[config.mk]
export PLATFORM = sky130hd
export DESIGN_NAME = pqgs_ctrl
export DESIGN_NICKNAME = d
export VERILOG_FILES = /design/src/hw/rtl/pqgs_pkg.sv /design/src/hw/rtl/pqgs_ctrl.sv
export SDC_FILE = /design/constraint.sdc
export NUM_CORES = 1
export LEC_CHECK = 0
export BUFFER_PORTS_ARGS = -buffer_cell sky130_fd_sc_hd__buf_2
export CAP_MARGIN = 15
export CORE_MARGIN = 3
export CORE_UTILIZATION = 40
export DETAILED_ROUTE_END_ITERATION = 7
export PLACE_DENSITY = 0.77
export SYNTH_ARGS = -nofsm -noshare
export SYNTH_HDL_FRONTEND = slang
export SYNTH_SLANG_ARGS = --single-unit
export TNS_END_PERCENT = 1
[constraint.sdc]
create_clock -name clk -period 1.4 [get_ports clk]
set_clock_uncertainty 0.15 [all_clocks]
set_input_delay 0.28 -clock clk [delete_from_list [all_inputs] [get_ports clk]]
set_output_delay 0.28 -clock clk [all_outputs]
set_load 0.01 [all_outputs]
[src/hw/rtl/pqgs_pkg.sv]
`timescale 1ns / 1ps
// Shared types, codes and helpers for the packet queue grant segmenter.
// No dependencies; used by the datapath, the controller and the top level.
package pqgs_pkg;

    localparam int QUEUE_DEPTH_DEF = 64;
    localparam int MAX_RESULTS     = 64;
    localparam int RES_AW          = $clog2(MAX_RESULTS);
    localparam int RES_CW          = $clog2(MAX_RESULTS + 1);

    localparam logic [23:0] CAPACITY_RESET = 24'd1000000;
    localparam logic [15:0] MARGIN_RESET   = 16'd0;

    // configuration register indexes
    localparam logic [1:0] REG_CAPACITY = 2'd0;
    localparam logic [1:0] REG_MARGIN   = 2'd1;

    // input commands
    localparam logic [1:0] CMD_GEN   = 2'd0;
    localparam logic [1:0] CMD_GRANT = 2'd1;
    localparam logic [1:0] CMD_POP   = 2'd2;
    localparam logic [1:0] CMD_TICK  = 2'd3;

    // result kinds
    localparam logic [1:0] KIND_PKT    = 2'd0;
    localparam logic [1:0] KIND_GEN    = 2'd1;
    localparam logic [1:0] KIND_NONE   = 2'd2;
    localparam logic [1:0] KIND_TICKED = 2'd3;

    // datapath operations issued by the controller
    localparam int OP_W = 4;
    localparam logic [OP_W-1:0] OP_NONE        = 4'd0;
    localparam logic [OP_W-1:0] OP_LOAD        = 4'd1;
    localparam logic [OP_W-1:0] OP_DIV_START   = 4'd2;
    localparam logic [OP_W-1:0] OP_GEN_SETUP   = 4'd3;
    localparam logic [OP_W-1:0] OP_GEN_FULL    = 4'd4;
    localparam logic [OP_W-1:0] OP_GEN_LAST    = 4'd5;
    localparam logic [OP_W-1:0] OP_GEN_RESULT  = 4'd6;
    localparam logic [OP_W-1:0] OP_HEAD_READ   = 4'd7;
    localparam logic [OP_W-1:0] OP_GRANT_EVAL  = 4'd8;
    localparam logic [OP_W-1:0] OP_GRANT_END   = 4'd9;
    localparam logic [OP_W-1:0] OP_POP_EVAL    = 4'd10;
    localparam logic [OP_W-1:0] OP_NONE_RESULT = 4'd11;
    localparam logic [OP_W-1:0] OP_TICK        = 4'd12;
    localparam logic [OP_W-1:0] OP_OLDEST      = 4'd13;
    localparam logic [OP_W-1:0] OP_BUF_READ    = 4'd14;
    localparam logic [OP_W-1:0] OP_OUT_LOAD    = 4'd15;

    typedef struct packed {
        logic [31:0] id;
        logic [15:0] size;
        logic [31:0] stamp;
        logic [15:0] delay;
        logic [15:0] jitter;
        logic        fflag;
        logic [7:0]  fcount;
    } entry_t;

    typedef struct packed {
        logic [1:0]  kind;
        logic [31:0] id;
        logic [15:0] bits;
        logic        fflag;
        logic [7:0]  fcount;
        logic [31:0] stamp;
        logic [15:0] delay;
        logic [15:0] jitter;
        logic [23:0] moved;
    } res_t;

    typedef struct packed {
        logic [OP_W-1:0] op;
    } ctl_t;

    typedef struct packed {
        logic [1:0] cmd;
        logic       div_done;
        logic       gen_ok;
        logic       full_more;
        logic       app_ok;
        logic       grant_go;
        logic       grant_stop;
        logic       cnt_nz;
        logic       out_free;
        logic       em_last;
    } st_t;

    localparam int ENTRY_W = $bits(entry_t);
    localparam int RES_W   = $bits(res_t);

    function automatic logic [7:0] bump(input logic [7:0] c);
        return (c == 8'hFF) ? 8'hFF : c + 8'd1;
    endfunction

endpackage

[src/hw/rtl/pqgs_ctrl.sv]
`timescale 1ns / 1ps
// Controller state machine: sequences datapath operations for each command.
// Depends on pqgs_pkg.
module pqgs_ctrl (
    input  logic           clk,
    input  logic           rst_n,
    input  logic           in_valid,
    output logic           in_ready,
    input  pqgs_pkg::st_t  st,
    output pqgs_pkg::ctl_t ctl
);

    localparam logic [3:0] S_IDLE     = 4'd0;
    localparam logic [3:0] S_DISP     = 4'd1;
    localparam logic [3:0] S_GEN_CHK  = 4'd2;
    localparam logic [3:0] S_GEN_DIV  = 4'd3;
    localparam logic [3:0] S_GEN_FULL = 4'd4;
    localparam logic [3:0] S_GEN_RES  = 4'd5;
    localparam logic [3:0] S_GR_CHK   = 4'd6;
    localparam logic [3:0] S_GR_EVAL  = 4'd7;
    localparam logic [3:0] S_GR_END   = 4'd8;
    localparam logic [3:0] S_POP_CHK  = 4'd9;
    localparam logic [3:0] S_POP_EVAL = 4'd10;
    localparam logic [3:0] S_TICK     = 4'd11;
    localparam logic [3:0] S_OLD_REQ  = 4'd12;
    localparam logic [3:0] S_OLD_LAT  = 4'd13;
    localparam logic [3:0] S_EM_REQ   = 4'd14;
    localparam logic [3:0] S_EM_LOAD  = 4'd15;

    logic [3:0] state_reg, state_next;

    always_comb
    begin
        state_next = state_reg;
        ctl.op     = pqgs_pkg::OP_NONE;
        in_ready   = 1'b0;
        case (state_reg)
            S_IDLE:
            begin
                in_ready = 1'b1;
                if (in_valid)
                begin
                    ctl.op     = pqgs_pkg::OP_LOAD;
                    state_next = S_DISP;
                end
            end
            S_DISP:
            begin
                case (st.cmd)
                    pqgs_pkg::CMD_GEN:   state_next = S_GEN_CHK;
                    pqgs_pkg::CMD_GRANT: state_next = S_GR_CHK;
                    pqgs_pkg::CMD_POP:   state_next = S_POP_CHK;
                    default:             state_next = S_TICK;
                endcase
            end
            S_GEN_CHK:
            begin
                if (st.gen_ok)
                begin
                    ctl.op     = pqgs_pkg::OP_DIV_START;
                    state_next = S_GEN_DIV;
                end
                else
                begin
                    state_next = S_GEN_RES;
                end
            end
            S_GEN_DIV:
            begin
                if (st.div_done)
                begin
                    ctl.op     = pqgs_pkg::OP_GEN_SETUP;
                    state_next = S_GEN_FULL;
                end
            end
            S_GEN_FULL:
            begin
                // full-size packets until all are queued or one is refused, then the remainder packet
                if (st.full_more && st.app_ok)
                begin
                    ctl.op = pqgs_pkg::OP_GEN_FULL;
                end
                else
                begin
                    ctl.op     = pqgs_pkg::OP_GEN_LAST;
                    state_next = S_GEN_RES;
                end
            end
            S_GEN_RES:
            begin
                ctl.op     = pqgs_pkg::OP_GEN_RESULT;
                state_next = S_OLD_REQ;
            end
            S_GR_CHK:
            begin
                if (st.grant_go)
                begin
                    ctl.op     = pqgs_pkg::OP_HEAD_READ;
                    state_next = S_GR_EVAL;
                end
                else
                begin
                    state_next = S_GR_END;
                end
            end
            S_GR_EVAL:
            begin
                ctl.op     = pqgs_pkg::OP_GRANT_EVAL;
                state_next = st.grant_stop ? S_GR_END : S_GR_CHK;
            end
            S_GR_END:
            begin
                ctl.op     = pqgs_pkg::OP_GRANT_END;
                state_next = S_OLD_REQ;
            end
            S_POP_CHK:
            begin
                if (st.cnt_nz)
                begin
                    ctl.op     = pqgs_pkg::OP_HEAD_READ;
                    state_next = S_POP_EVAL;
                end
                else
                begin
                    ctl.op     = pqgs_pkg::OP_NONE_RESULT;
                    state_next = S_OLD_REQ;
                end
            end
            S_POP_EVAL:
            begin
                ctl.op     = pqgs_pkg::OP_POP_EVAL;
                state_next = S_OLD_REQ;
            end
            S_TICK:
            begin
                ctl.op     = pqgs_pkg::OP_TICK;
                state_next = S_OLD_REQ;
            end
            S_OLD_REQ:
            begin
                ctl.op     = pqgs_pkg::OP_HEAD_READ;
                state_next = S_OLD_LAT;
            end
            S_OLD_LAT:
            begin
                ctl.op     = pqgs_pkg::OP_OLDEST;
                state_next = S_EM_REQ;
            end
            S_EM_REQ:
            begin
                ctl.op     = pqgs_pkg::OP_BUF_READ;
                state_next = S_EM_LOAD;
            end
            S_EM_LOAD:
            begin
                if (st.out_free)
                begin
                    ctl.op     = pqgs_pkg::OP_OUT_LOAD;
                    state_next = st.em_last ? S_IDLE : S_EM_REQ;
                end
            end
            default:
            begin
                state_next = S_IDLE;
            end
        endcase
    end

    always_ff @(posedge clk or negedge rst_n)
    begin
        if (!rst_n)
        begin
            state_reg <= S_IDLE;
        end
        else
        begin
            state_reg <= state_next;
        end
    end

endmodule

==> tab_implementation.tex, run 1 <==
\begin{tabular}{lr}
\hline
Metric & Value \\
\hline
\multicolumn{2}{l}{\textbf{Outcome}} \\
\quad Result of the run & finished, violations left \\
\quad Violations in the final reports & setup timing \\
\multicolumn{2}{l}{\textbf{Yosys}} \\
\quad Netlist area before placement & 686.9 um2 \\
\quad Library cells used by synthesis & 44 \\
\quad Share of flip-flops with an asynchronous set or reset after synthesis & 100.0\% \\
\quad Synthesized Nets & 109 \\
\quad Area share of the leading cell type in the synthesized netlist & 14.57\% \\
\quad Post-synthesis sequential element count & 4 \\
\quad Synthesized area per cell & 7.231 um2 \\
\quad Commonest cells post-synth & 8 x sky130\_fd\_sc\_hd\_\_nand2\_1, 7 x sky130\_fd\_sc\_hd\_\_nand3\_1, 6 x sky130\_fd\_sc\_hd\_\_nor2\_1, 5 x sky130\_fd\_sc\_hd\_\_a21oi\_1 \\
\quad Synth area leaders & sky130\_fd\_sc\_hd\_\_dfrtp\_1 15\%, sky130\_fd\_sc\_hd\_\_nand3\_1 5.1\%, sky130\_fd\_sc\_hd\_\_buf\_6 4.9\% \\
\quad Most frequently used cell type in the post-synthesis netlist & sky130\_fd\_sc\_hd\_\_nand2\_1 \\
\quad Sequential cell area fraction in the yosys report & 14.57\% \\
\quad Main flop type after synthesis & sky130\_fd\_sc\_hd\_\_dfrtp\_1 \\
\quad Leading area contributor after synthesis & sky130\_fd\_sc\_hd\_\_dfrtp\_1 \\
\quad Yosys warning total & 0 \\
\quad Post-synth EDFFs & 0 \\
\quad Number of standard cells after synthesis & 95 \\
\multicolumn{2}{l}{\textbf{Worst setup path}} \\
\quad Slowest stage cell, crit path & sky130\_fd\_sc\_hd\_\_dfrtp\_2 \\
\quad Minimum setup slack among reg-to-reg paths & -400 ps \\
\quad Category of the worst setup path capture point & output pin \\
\quad Critical-path maximum fanout & 6 \\
\quad Critical path class & register to output pin \\
\quad CP Cell Sequence & buf\_1 -> a311oi\_1 -> nor3\_1 -> a21oi\_1 -> buf\_2 \\
\quad Worst setup endpoint & ctl[0] \\
\quad Arrival time worst endpoint & 1440 ps \\
\quad Crit Reg-Reg Endpoint & state\_reg[1] \\
\quad Required time at the endpoint of the critical path & 970 ps \\
\quad R2R cell count & 6 \\
\quad Crit Reg-Reg Startpoint & state\_reg[0] \\
\quad Critical Path Max Stage Delay & 450 ps \\
\quad Type of origin of the critical path & register \\
\quad Worst setup startpoint & state\_reg[2] \\
\multicolumn{2}{l}{\textbf{Global routing}} \\
\quad Via count of the first global-routing pass & 806 \\
\quad Total global-route track usage & 22.18\% \\
\quad Largest net degree at the start of global routing & 15 \\
\quad Met2 usage in global routing & 36.36\% \\
\quad Initial antenna violation count & 0 \\
\quad Met3 GRT Util & 3.383\% \\
\quad Met1 global-route usage & 26.47\% \\
\quad Remaining Overflow, GRT & 0 \\
\quad Highest-utilization routing layer at the global route stage & met2 \\
\quad Global-route wire length before repair & 3.463 mm \\
\multicolumn{2}{l}{\textbf{Timing}} \\
\quad Setup Viol. Count Final & 9 \\
\quad Max-Slew Margin vs Limit & 80.05\% \\
\quad Unrepaired setup endpoints after global routing & true \\
\quad Count of final hold-check violations & 0 \\
\quad Max frequency & 535.3 MHz \\
\quad Setup\_tns & -3359 ps \\
\quad Final critical path time including I/O delays and setup & 1868 ps \\
\quad Max-slew violation total from the final report & 0 \\
\quad Transition time at the pin with the least slew margin & 294.6 ps \\
\quad Share of the clock period used by the worst path after layout & 133.4\% \\
\quad Worst Setup Slack, final & -468.2 ps \\
\multicolumn{2}{l}{\textbf{Pwr}} \\
\quad Switching part of the total & 45.01\% \\
\quad P per Cell Area & 1947 nW/um2 \\
\quad Proportion of power drawn by the clock network & 7.0\% \\
\quad Proportion of power drawn by combinational gates & 81.0\% \\
\quad Peak ir drop on the vdd network & 0.001162 V \\
\quad Sequential share of power & 12.1\% \\
\quad Static leakage & 0.0004918 uW \\
\quad Power dissipated by switching net loads & 916.7 uW \\
\quad Internal Pwr Total & 1120 uW \\
\multicolumn{2}{l}{\textbf{Routing}} \\
\quad Vias & 922 \\
\quad Via-per-instance ratio & 5.910 \\
\quad Post-route DRC violation count & 0 \\
\quad Per-cell routed wire length & 14.87 um \\
\quad Post-Route WL & 2.320 mm \\
\quad Number of search-and-repair iterations in the first detailed-routing pass & 4 \\
\quad Iteration-0 DRC count of the detailed router & 33 \\
\quad Number of antenna-violating nets in the routed design & 0 \\
\multicolumn{2}{l}{\textbf{Clocking}} \\
\quad TritonCTS clock tree & built \\
\quad Maximum level of the CTS H-tree & 1 \\
\quad Total number of clock tree sinks & 4 \\
\quad Register clock-pin slew on the reported worst setup and hold paths & 40 ps \\
\quad Root Buffer Master & sky130\_fd\_sc\_hd\_\_clkbuf\_4 \\
\quad Total clock buffers created by CTS & 3 \\
\quad Buffer levels on the longest clock path & 2 \\
\quad Insertion delay of the later-clocked pin in the worst-skew pair & 230 ps \\
\multicolumn{2}{l}{\textbf{Layout}} \\
\quad Fraction of layout cells with a size suffix above 1 & 47.86\% \\
\quad Final net count & 156 \\
\quad Number of flip-flops in the largest register & 4 \\
\quad Number of antenna cells inserted & 0 \\
\quad Area Overhead vs Synth & 52.28\% \\
\quad Final standard cell utilization of the core & 67.09\% \\
\multicolumn{2}{l}{\textbf{Floorplanning}} \\
\quad Horizontal extent of the die & 47.44 um \\
\quad Die footprint & 2251 um2 \\
\quad Die Ht & 47.44 um \\
\quad Starting density of the core & 44.06\% \\
\quad Std-Cell Core Area & 1559 um2 \\
\quad I/O Pins & 19 \\
\quad \# rows & 14 \\
\multicolumn{2}{l}{\textbf{Place}} \\
\quad Number of buffer cells added on primary ports & 18 \\
\quad Final RePlAce weighted congestion & 0.8460 \\
\quad Post-DP HPWL & 1.650 mm \\
\multicolumn{2}{l}{\textbf{Run}} \\
\quad Max-cap violations & 0 \\
\multicolumn{2}{l}{\textbf{Worst hold path}} \\
\quad Hold crit path type & input pin to async pin \\
\hline
\end{tabular}
==> placed cells by master, fill, tap and decap left out, types with 2 or more instances in the layout <==
cell | netlist | layout
sky130_fd_sc_hd__buf_2 | 3 | 18
sky130_fd_sc_hd__a32oi_1 | 2 | 2
sky130_fd_sc_hd__clkbuf_4 | 0 | 3
sky130_fd_sc_hd__o21ai_1 | 4 | 4
sky130_fd_sc_hd__nor2b_1 | 2 | 2
sky130_fd_sc_hd__buf_6 | 3 | 5
sky130_fd_sc_hd__buf_4 | 3 | 26
sky130_fd_sc_hd__o21ai_0 | 3 | 3
sky130_fd_sc_hd__nor2_2 | 1 | 2
sky130_fd_sc_hd__nor3_2 | 1 | 3
sky130_fd_sc_hd__a31oi_1 | 4 | 4
sky130_fd_sc_hd__and4b_1 | 2 | 2
sky130_fd_sc_hd__a21oi_1 | 5 | 5
sky130_fd_sc_hd__nor2_1 | 6 | 5
sky130_fd_sc_hd__nand2b_1 | 4 | 3
sky130_fd_sc_hd__dfrtp_2 | 0 | 3
sky130_fd_sc_hd__nand3_1 | 7 | 7
sky130_fd_sc_hd__inv_1 | 2 | 2
sky130_fd_sc_hd__nor3_1 | 4 | 2
sky130_fd_sc_hd__nand3b_1 | 2 | 2
sky130_fd_sc_hd__nand2_1 | 8 | 8
sky130_fd_sc_hd__inv_2 | 2 | 2
==> how the worst min path moves through the flow <==
| stage | slack, ps | startpoint | to | cells after the start |
|---|---|---|---|---|
| 2_1_floorplan | -170 | rst_n | state_reg[0] | 0 |
| 3_3_place_gp | -60 | rst_n | state_reg[1] | 1 |
| 3_5_place_dp | -60 | rst_n | state_reg[3] | 1 |
| 4_1_cts | 220 | rst_n | state_reg[3] | 2 |
| 5_1_grt | 230 | st[0] | state_reg[3] | 4 |
| 6_report | 230 | rst_n | state_reg[1] | 2 |
==> worst max-delay path: cells and delay by family, from the launching register on <==
family                 cells  cell delay (ps)
and+or+nand+nor            1               90
AOI/OAI and AO/OA          2              350
DFF                        1              450
buffers and inverters      2              320
==> per-layer routing <==
| layer | up-vias | part of all wire [%] |
|---|---|---|
| met4 | 0 | 2.7 |
| met3 | 8 | 6.1 |
| met2 | 44 | 49 |
| met5 | - | 0 |
| li1 | 453 | - |
| met1 | 417 | 42 |
==> cells by family after synthesis <==
group	synth area share [%]
muxes	1.457
xor gates and xnor gates	1.275
DFF	14.57
AOI/OAI and AO/OA	34.61
buffers and inverters	12.57
and+or+nand+nor	35.52
==> power groups by stage <==
stage	Combinational, uW	Clock, uW	Sequential [uW]
6_report	1650	142	246
3_3_place_gp	1390	0	238
4_1_cts	1580	150	247
5_1_grt	1790	164	250
2_1_floorplan	964	0	211
3_5_place_dp	1430	0	242
==> stage by stage <==
| step | area, um2 | worst slack (ps) | hold slack, ps | total power (uW) | cells |
|---|---|---|---|---|---|
| global placement | 925.9 | -283.4 | -63.38 | 1625 | 146 |
| detailed placement | 925.9 | -315.9 | -62.92 | 1668 | 146 |
| floorplan | 701.9 | -167.4 | -165.6 | 1175 | 95 |
| CTS | 1030 | -455.1 | 216.7 | 1982 | 155 |
| finish | 1046 | -468.2 | 225.7 | 2037 | 156 |
| global route | 1046 | -526.7 | 233.5 | 2203 | 156 |
==> repair_timing <==
item                                    4_1_cts  5_1_grt
pin swaps                                     4        1
endpoints found under the setup margin        9        9
resized for setup                            13        2
buffers inserted                              5        1
hold buffers                                  1        0
hold endpoints to repair                      4        0
==> area by class of cell <==
| type | count | area [um2] |
|---|---|---|
| Multi-Input combinational cell | 78 | 529.3 |
| Fill cell | 124 | 513.0 |
| Timing Repair Buffer | 51 | 355.3 |
| Sequential cell | 4 | 103.9 |
| Clock buffer | 3 | 22.52 |
| Tap cell | 16 | 20.02 |
| Inverter | 4 | 15.01 |
No activity file was read; power rests on OpenSTA's default activity.
==> run 2: changes to the inputs <==
CORE_UTILIZATION = 37   (was 40)
PLACE_DENSITY = 0.73   (was 0.77)
SLEW_MARGIN = 0   (was unset)
==> run 2 against run 1 <==
The flow still finishes with violations (setup timing). Combinational power is 8% lower. Clock power is essentially flat. Setup slack lost 4.9 ps. Critical endpoint is now ctl[1].
==> tab_implementation.tex, run 2 (same netlist as run 1, synthesis figures left out) <==
\begin{tabular}{lr}
\hline
Metric & Value \\
\hline
\multicolumn{2}{l}{\textbf{Clocking}} \\
\quad Total number of clock tree sinks & 4 (unchanged) \\
\quad Root Buffer Master & sky130\_fd\_sc\_hd\_\_clkbuf\_4 \\
\quad TritonCTS clock tree & built \\
\quad Insertion delay of the later-clocked pin in the worst-skew pair & 230 ps (about the same) \\
\quad Register clock-pin slew on the reported worst setup and hold paths & 40 ps (about the same) \\
\quad Buffer levels on the longest clock path & 2 (unchanged) \\
\quad Maximum level of the CTS H-tree & 1 (unchanged) \\
\quad Total clock buffers created by CTS & 3 (unchanged) \\
\multicolumn{2}{l}{\textbf{Timing}} \\
\quad Worst Setup Slack, final & -473.1 ps (-4.889 ps) \\
\quad Final critical path time including I/O delays and setup & 1873 ps (+4.889 ps) \\
\quad Max-slew violation total from the final report & 0 (unchanged) \\
\quad Max-Slew Margin vs Limit & 79.73\% (-0.32 points) \\
\quad Count of final hold-check violations & 0 (unchanged) \\
\quad Share of the clock period used by the worst path after layout & 133.8\% (+0.35 points) \\
\quad Unrepaired setup endpoints after global routing & true \\
\quad Max frequency & 533.9 MHz (-0.26\%) \\
\quad Setup Viol. Count Final & 9 (unchanged) \\
\quad Transition time at the pin with the least slew margin & 304.1 ps (+9.512 ps) \\
\quad Setup\_tns & -2871 ps (+487.9 ps) \\
\multicolumn{2}{l}{\textbf{Worst setup path}} \\
\quad CP Cell Sequence & buf\_4 -> o21bai\_1 -> a21boi\_1 -> o21ai\_1 -> nand3\_1 -> buf\_2 \\
\quad R2R cell count & 5 (-1) \\
\quad Category of the worst setup path capture point & output pin \\
\quad Crit Reg-Reg Startpoint & state\_reg[3] \\
\quad Minimum setup slack among reg-to-reg paths & -240 ps (+160 ps) \\
\quad Type of origin of the critical path & register \\
\quad Required time at the endpoint of the critical path & 970 ps (about the same) \\
\quad Critical path class & register to output pin \\
\quad Arrival time worst endpoint & 1440 ps (about the same) \\
\quad Critical Path Max Stage Delay & 430 ps (-20 ps) \\
\quad Slowest stage cell, crit path & sky130\_fd\_sc\_hd\_\_dfrtp\_2 \\
\quad Critical-path maximum fanout & 11 (+5) \\
\quad Crit Reg-Reg Endpoint & state\_reg[2] \\
\multicolumn{2}{l}{\textbf{Layout}} \\
\quad Fraction of layout cells with a size suffix above 1 & 46.15\% (-1.7 points) \\
\quad Post-route insts no fill & 154 (-1.3\%) \\
\quad Area taken by flip-flops and latches & 103.9 um2 (unchanged) \\
\quad Number of flip-flops in the largest register & 4 (unchanged) \\
\quad Most used cells in the layout excluding fill and tap cells & 19 x sky130\_fd\_sc\_hd\_\_buf\_4, 18 x sky130\_fd\_sc\_hd\_\_buf\_2, 8 x sky130\_fd\_sc\_hd\_\_nand2\_1 \\
\quad Most common cell after layout, fill and taps aside & sky130\_fd\_sc\_hd\_\_buf\_4 \\
\quad \# fillers & 158 (+27\%) \\
\quad Final net count & 146 (-6.4\%) \\
\quad Area Overhead vs Synth & 46.27\% \\
\quad Final standard cell utilization of the core & 61.67\% (-5.4 points) \\
\quad Number of antenna cells inserted & 0 (unchanged) \\
\quad Multi-input logic area & 536.8 um2 (+1.4\%) \\
\multicolumn{2}{l}{\textbf{Routing}} \\
\quad Per-cell routed wire length & 13.86 um (-6.8\%) \\
\quad Number of search-and-repair iterations in the first detailed-routing pass & 4 (unchanged) \\
\quad Post-Route WL & 2.134 mm (-8.0\%) \\
\quad Via-per-instance ratio & 5.558 (-6.0\%) \\
\quad Number of antenna-violating nets in the routed design & 0 (unchanged) \\
\quad Vias & 856 (-7.2\%) \\
\quad Post-route DRC violation count & 0 (unchanged) \\
\quad Iteration-0 DRC count of the detailed router & 21 (-36\%) \\
\multicolumn{2}{l}{\textbf{Floorplanning}} \\
\quad Die Ht & 49.09 um (+3.5\%) \\
\quad Std-Cell Core Area & 1629 um2 (+4.5\%) \\
\quad \# rows & 14 (unchanged) \\
\quad Starting density of the core & 42.17\% (-1.9 points) \\
\quad Die footprint & 2409 um2 (+7.1\%) \\
\quad I/O Pins & 19 (unchanged) \\
\quad Horizontal extent of the die & 49.09 um (+3.5\%) \\
\multicolumn{2}{l}{\textbf{Global routing}} \\
\quad Global-route wire length before repair & 3.491 mm (+0.81\%) \\
\quad Remaining Overflow, GRT & 0 (unchanged) \\
\quad Total global-route track usage & 18.37\% (-3.8 points) \\
\quad Largest net degree at the start of global routing & 28 (+13) \\
\quad Via count of the first global-routing pass & 837 (+3.8\%) \\
\quad Initial antenna violation count & 0 (unchanged) \\
\multicolumn{2}{l}{\textbf{Pwr}} \\
\quad Peak ir drop on the vdd network & 0.001209 V (+4.1\%) \\
\quad Total chip power & 1886 uW (-7.4\%) \\
\quad P per Cell Area & 1878 nW/um2 (-3.6\%) \\
\quad Static leakage & 0.0004442 uW (-9.7\%) \\
\multicolumn{2}{l}{\textbf{Outcome}} \\
\quad Result of the run & finished, violations left \\
\quad Violations in the final reports & setup timing \\
\multicolumn{2}{l}{\textbf{Place}} \\
\quad Final RePlAce weighted congestion & 0.9547 (+13\%) \\
\quad Number of buffer cells added on primary ports & 18 (unchanged) \\
\quad Placed cells & 148 (+1.4\%) \\
\quad Post-DP HPWL & 1.550 mm (-6.0\%) \\
\multicolumn{2}{l}{\textbf{Worst hold path}} \\
\quad Hold crit path type & input pin to async pin \\
\multicolumn{2}{l}{\textbf{Run}} \\
\quad Max-cap violations & 0 (unchanged) \\
\hline
\end{tabular}
-- run 2: cell count changes in the layout (fill, tap and decap cells not counted), sizes merged --
cell / previous run / this run
buf: 50 / 40
-- run 2: through the flow --
| step | area, um2 | setup WS (ps) | hold slack [ps] |
|---|---|---|---|
| 2_1_floorplan | 701.9 | -167.4 | -165.6 |
| 3_3_place_gp | 915.9 | -226.5 | -62.44 |
| 3_5_place_dp | 915.9 | -271.1 | -61.99 |
| 4_1_cts | 980.9 | -488.5 | 216.1 |
| 5_1_grt | 1005 | -553.3 | 243.2 |
| 6_report | 1005 | -473.1 | 230.7 |
-- run 2: worst max path at each step --
| stage | startpoint | endpoint | slack (ps) | cells past startpoint |
|---|---|---|---|---|
| finish | state_reg[3] | ctl[1] | -470 | 6 |
| global route | state_reg[3] | ctl[0] | -550 | 6 |
| CTS | state_reg[3] | ctl[0] | -490 | 5 |
| detailed placement | state_reg[2] | ctl[0] | -270 | 5 |
| global placement | state_reg[3] | ctl[1] | -230 | 6 |
| floorplan | state_reg[3] | ctl[1] | -170 | 6 |
-- run 2: timing repair --
action	CTS	global route
pin swaps	3	3
gates resized for setup	8	4
cloned	0	0
buffers inserted	1	1
endpoints found under the hold margin	4	0
hold buffers	1	0
endpoints found under the setup margin	9	9
-- run 2: cell type report --
| type | count | share of cell area, % |
|---|---|---|
| Clock buffer | 3 | 2.242 |
| Inverter | 4 | 1.743 |
| Multi-Input combinational cell | 78 | 53.42 |
| Sequential cell | 4 | 10.34 |
| Timing Repair Buffer | 41 | 29.27 |
| Tap cell | 24 | 2.989 |
-- run 2: report_power, final --
part           switching (uW)  total [uW]  internal (uW)
sequential               69.1         238            169
clock                    46.3         142           95.8
combinational             755        1510            751
-- run 2: metal layers --
metal	wire, um	vias to the layer above	track usage (%)
li1	-	428	-
met1	931	402	22.20
met5	0	-	0
met4	0	0	5.687
met3	131	0	4.893
met2	1071	26	31.25
-- run 2: worst max-delay path: cells and delay by family, from the launching register on --
family / cells / cell delay [ps]
flops: 1 / 430
compound gates: 3 / 360
buf+inv: 2 / 330
simple gates: 1 / 90
